===== src/lobm_ram.sv =====
`timescale 1ns / 1ps

module lobm_ram #(
    parameter int WIDTH = 8,
    parameter int DEPTH = 16,
    localparam int AW = (DEPTH > 1) ? $clog2(DEPTH) : 1
) (
    input  logic             aclk,
    input  logic             wr_en,
    input  logic [AW-1:0]    wr_addr,
    input  logic [WIDTH-1:0] wr_data,
    input  logic             rd_en,
    input  logic [AW-1:0]    rd_addr,
    output logic [WIDTH-1:0] rd_data
);

    logic [WIDTH-1:0] mem_reg [DEPTH];
    logic [WIDTH-1:0] rd_data_reg;

    // one write port, one registered read port
    always_ff @(posedge aclk) begin
        if (wr_en) begin
            mem_reg[wr_addr] <= wr_data;
        end
        if (rd_en) begin
            rd_data_reg <= mem_reg[rd_addr];
        end
    end

    assign rd_data = rd_data_reg;

endmodule


===== config.mk =====
export PLATFORM = sky130hd
export DESIGN_NAME = lobm_ram
export DESIGN_NICKNAME = d
export VERILOG_FILES = /design/src/lobm_ram.sv
export SDC_FILE = /design/constraint.sdc
export NUM_CORES = 1
export LEC_CHECK = 0
export ABC_AREA = 1
export ABC_CLOCK_PERIOD_IN_PS = 1400
export BUFFER_PORTS_ARGS = -buffer_cell sky130_fd_sc_hd__buf_4
export CAP_MARGIN = 20
export CORE_MARGIN = 5
export CORE_UTILIZATION = 47
export DETAILED_ROUTE_END_ITERATION = 12
export RECOVER_POWER = 50
export SKIP_CTS_REPAIR_TIMING = 1
export SYNTH_ARGS = -nofsm -noshare
export SYNTH_HDL_FRONTEND = slang
export SYNTH_SLANG_ARGS = --single-unit

===== constraint.sdc =====
create_clock -name aclk -period 1.4 [get_ports aclk]
set_input_delay 0.14 -clock aclk [delete_from_list [all_inputs] [get_ports aclk]]
set_output_delay 0.14 -clock aclk [all_outputs]
set_load 0.01 [all_outputs]

### After elaboration in Yosys (flattened, before gate mapping)

Memories as Yosys holds them, arrays and structs flattened. A register that Yosys moved wholly into a read port is not among the register bits.
Index checks and enable logic that the tools add are counted.

* bits in registers: 0
* memory bits (writable): 128
* memories kept: 1
* input bits: 19

Memory list
* mem_reg: depth 16, bits a word 8, read ports 1, clocked after memory_dff 1, wr ports 1, RTL line 17 `logic [WIDTH-1:0] mem_reg [DEPTH];`

* multiplexer cells: 2

Operators by type and width (number)
* 2-to-1 mux 1 bit: 2

### Longest topological paths before layout

* depth after elaboration: 2
* mapped depth: 8

### Worst setup path after synthesis

OpenSTA, ideal clock, no wires.

* path kind: input-to-reg
* from: input wr_addr[2]
* to: memory mem_reg[10][0] (enable)
* data required time: 1.030 ns
* arrival time: 0.721 ns
* slack: 0.309 ns
* library setup time: 0.370 ns
* cell stages on the path: 2
* cells stage by stage: nand3b_1 > nor2_1

RTL lines
* start: declaration: RTL line 10 `input logic [AW-1:0] wr_addr,`
* end: declaration: RTL line 17

Straight into the memory's write port.

==> flow_summary.toml <==
[status]
status = "finished, final reports clean"

[timing]
skew_ns = 0.005703
fin_ws_ns = 0.1862
period_share_pct = 86.70
slew_viol_final = 0
hold_viol_final = 0
relSlewSlack_pct = 35.28
fin_crit_ns = 1.214
rsz0062_at_grt = "false"
finalSetupTns_ns = 0
fmax_ghz = 0.8239
worst_pin_slew_ns = 0.9708
setup_viol = 0

[die]
boundaryPins = 27
start_util_pct = 48.27
dieWidth_um = 121.5
die_area_um2 = 14770
coreArea_um2 = 12110
die_height_um = 121.5
num_rows = 40

[critical_path]
crit_type = "reg2reg"
r2r_cells = 6
setup.worst_path.start_class = "flip-flop"
crit_start = "mem_reg[7][5]$_DFFE_PP_"
r2r_end = "rd_data[5]$_DFFE_PP_"
r2r-start = "mem_reg[7][5]$_DFFE_PP_"
required_ns = 1.56
rrSetupSlack_ns = 0.19
arrival_ns = 1.38
cp_max_fo = 1
worstSetupEndpointType = "flip-flop"

[worst_hold_path]
hold_path_depth = 3
holdCritPathClass = "in2reg"
hp-start = "rd_addr[3]"
whs_endpoint = "rd_data[3]$_DFFE_PP_"

[drt]
ant_nets = 0
avgRoutedWirePerCell_um = 16.77
route.vias.total = 3788
via_per_inst = 4.888
first_iter_violations = 322
remaining_drc_errors = 0
drt_pass1_iterations = 5
wl_um = 12990

[power_and_ir_drop]
p_switching_mw = 1.893
p_per_area_nw_per_um2 = 1335
irDropWorstVdd_v = 0.0009199
leakagePower_nw = 2.904
internal_power_mw = 7.169
seq_power_share_pct = 51.0
pwr-share-clk_pct = 42.5
p_comb_share_pct = 6.6
swShare_pct = 20.89
power_mw = 9.062

[cts]
cts_buffers = 17
h-tree-depth = 4
clk_pin_slew_ns = 0.05
clkSinkCount = 136
clock_latency_ns = 0.41
cts_tree = "built"
cts_buffer_depth = 2
cts_root_buf = "clkbuf_16"

[global_routing]
grt_max_degree = 60
antenna_found_initial = 0
grt_remaining_overflow = 0
grt_pass1_vias = 3769
gr-usage-all-layers_pct = 18.89
grt_pass1_wl_um = 20250

[placed_design]
placed_cells = 745
port_buffers = 26
post-dp-hpwl_um = 8225
pre_cts_ws_ns = 0.007213
postPlaceCellArea_um2 = 6329
gp_congestion = 0.8588

[yosys]
ys_types = 11
syn_inst = 551
synth-seq-cells = 136
syn_avg_cell_area_um2 = 10.61
yosysWarnings = 0
syn_area_um2 = 5847
synth_nets = 570
ys_seq_area_share_pct = 69.85

[layout]
fillers = 1070
nets = 615
syn_to_final_growth_pct = 16.14
stdcell_count = 775
mostFrequentLayoutCells = "nand2_1, edfxtp_1, inv_1"
largest_reg_flops = 128
final_layout_size_suffix_gt1_share_pct = 10.05
final_common_cell = "nand2_1"
final_area_um2 = 6790
antenna_cells = 0

[run]
cap_violations = 0
==> per-stage QoR <==
stage,hold WS [ns],util (%)
2_1_floorplan,0.2389,-
3_3_place_gp,0.4427,52.25
3_5_place_dp,0.4477,52.25
4_1_cts,0.002395,56.41
5_1_grt,0.1110,56.06
6_report,0.1245,56.06
==> area by class of cell <==
class / instances / area, um2 / share of cell area, %
Clock buffer: 23 / 447.9 / 6.597
Clock inverter: 7 / 55.05 / 0.8108
Inverter: 102 / 382.9 / 5.638
Multi-Input combinational cell: 289 / 1214 / 17.87
Sequential cell: 136 / 4084 / 60.14
Tap cell: 168 / 210.2 / 3.096
Timing Repair Buffer: 50 / 396.6 / 5.841
==> synthesized netlist by cell type <==
cell	count	share of area (%)
nand2_1	173	11
edfxtp_1	136	70
inv_1	100	6.4
nand3_1	97	8.3
nor2_1	17	1.1
buf_2	13	1.1
buf_6	6	1.2
buf_4	4	0.51
inv_2	2	0.13
nand3b_1	2	0.26
buf_1	1	0.064
==> logic make-up (layout without fill, tap and decap cells) <==
logic type	Yosys count	after routing	share of synthesized area, %
buf+inv	126	182	9.394
flops	136	136	69.85
simple gates	289	289	20.76
==> critical path: stages (launching register included) <==
cell and delay (ns):
edfxtp_1 0.35, inv_1 0.06, nand2_1 0.05, nand3_1 0.10, nand3_1 0.16, nand3_1 0.18, nand2_1 0.07
==> how the worst max path moves through the flow <==
stage	end	slack, ns	depth (start not counted)
6_report	rd_data[5]$_DFFE_PP_	0.19	6
5_1_grt	rd_data[1]$_DFFE_PP_	0.16	6
4_1_cts	rd_data[5]$_DFFE_PP_	0.22	6
3_5_place_dp	rd_data[5]$_DFFE_PP_	0.007	7
3_3_place_gp	rd_data[7]$_DFFE_PP_	0.04	8
2_1_floorplan	mem_reg[10][0]$_DFFE_PP_	0.31	2
==> layer usage <==
layer  wire [um]  GRT usage, %
met1        5759         25.17
met3         806         5.525
met5           0             0
met2        6193         29.19
met4         234         7.773
==> power by group through the flow <==
stage          logic (mW)  clock network [mW]  registers (mW)
3_3_place_gp        0.607                   0            4.70
2_1_floorplan       0.322                   0            4.70
4_1_cts             0.615                3.94            4.61
5_1_grt             0.659                4.13            4.62
6_report            0.596                3.85            4.62
3_5_place_dp        0.611                   0            4.70
Power figures use the tool's default switching activity.
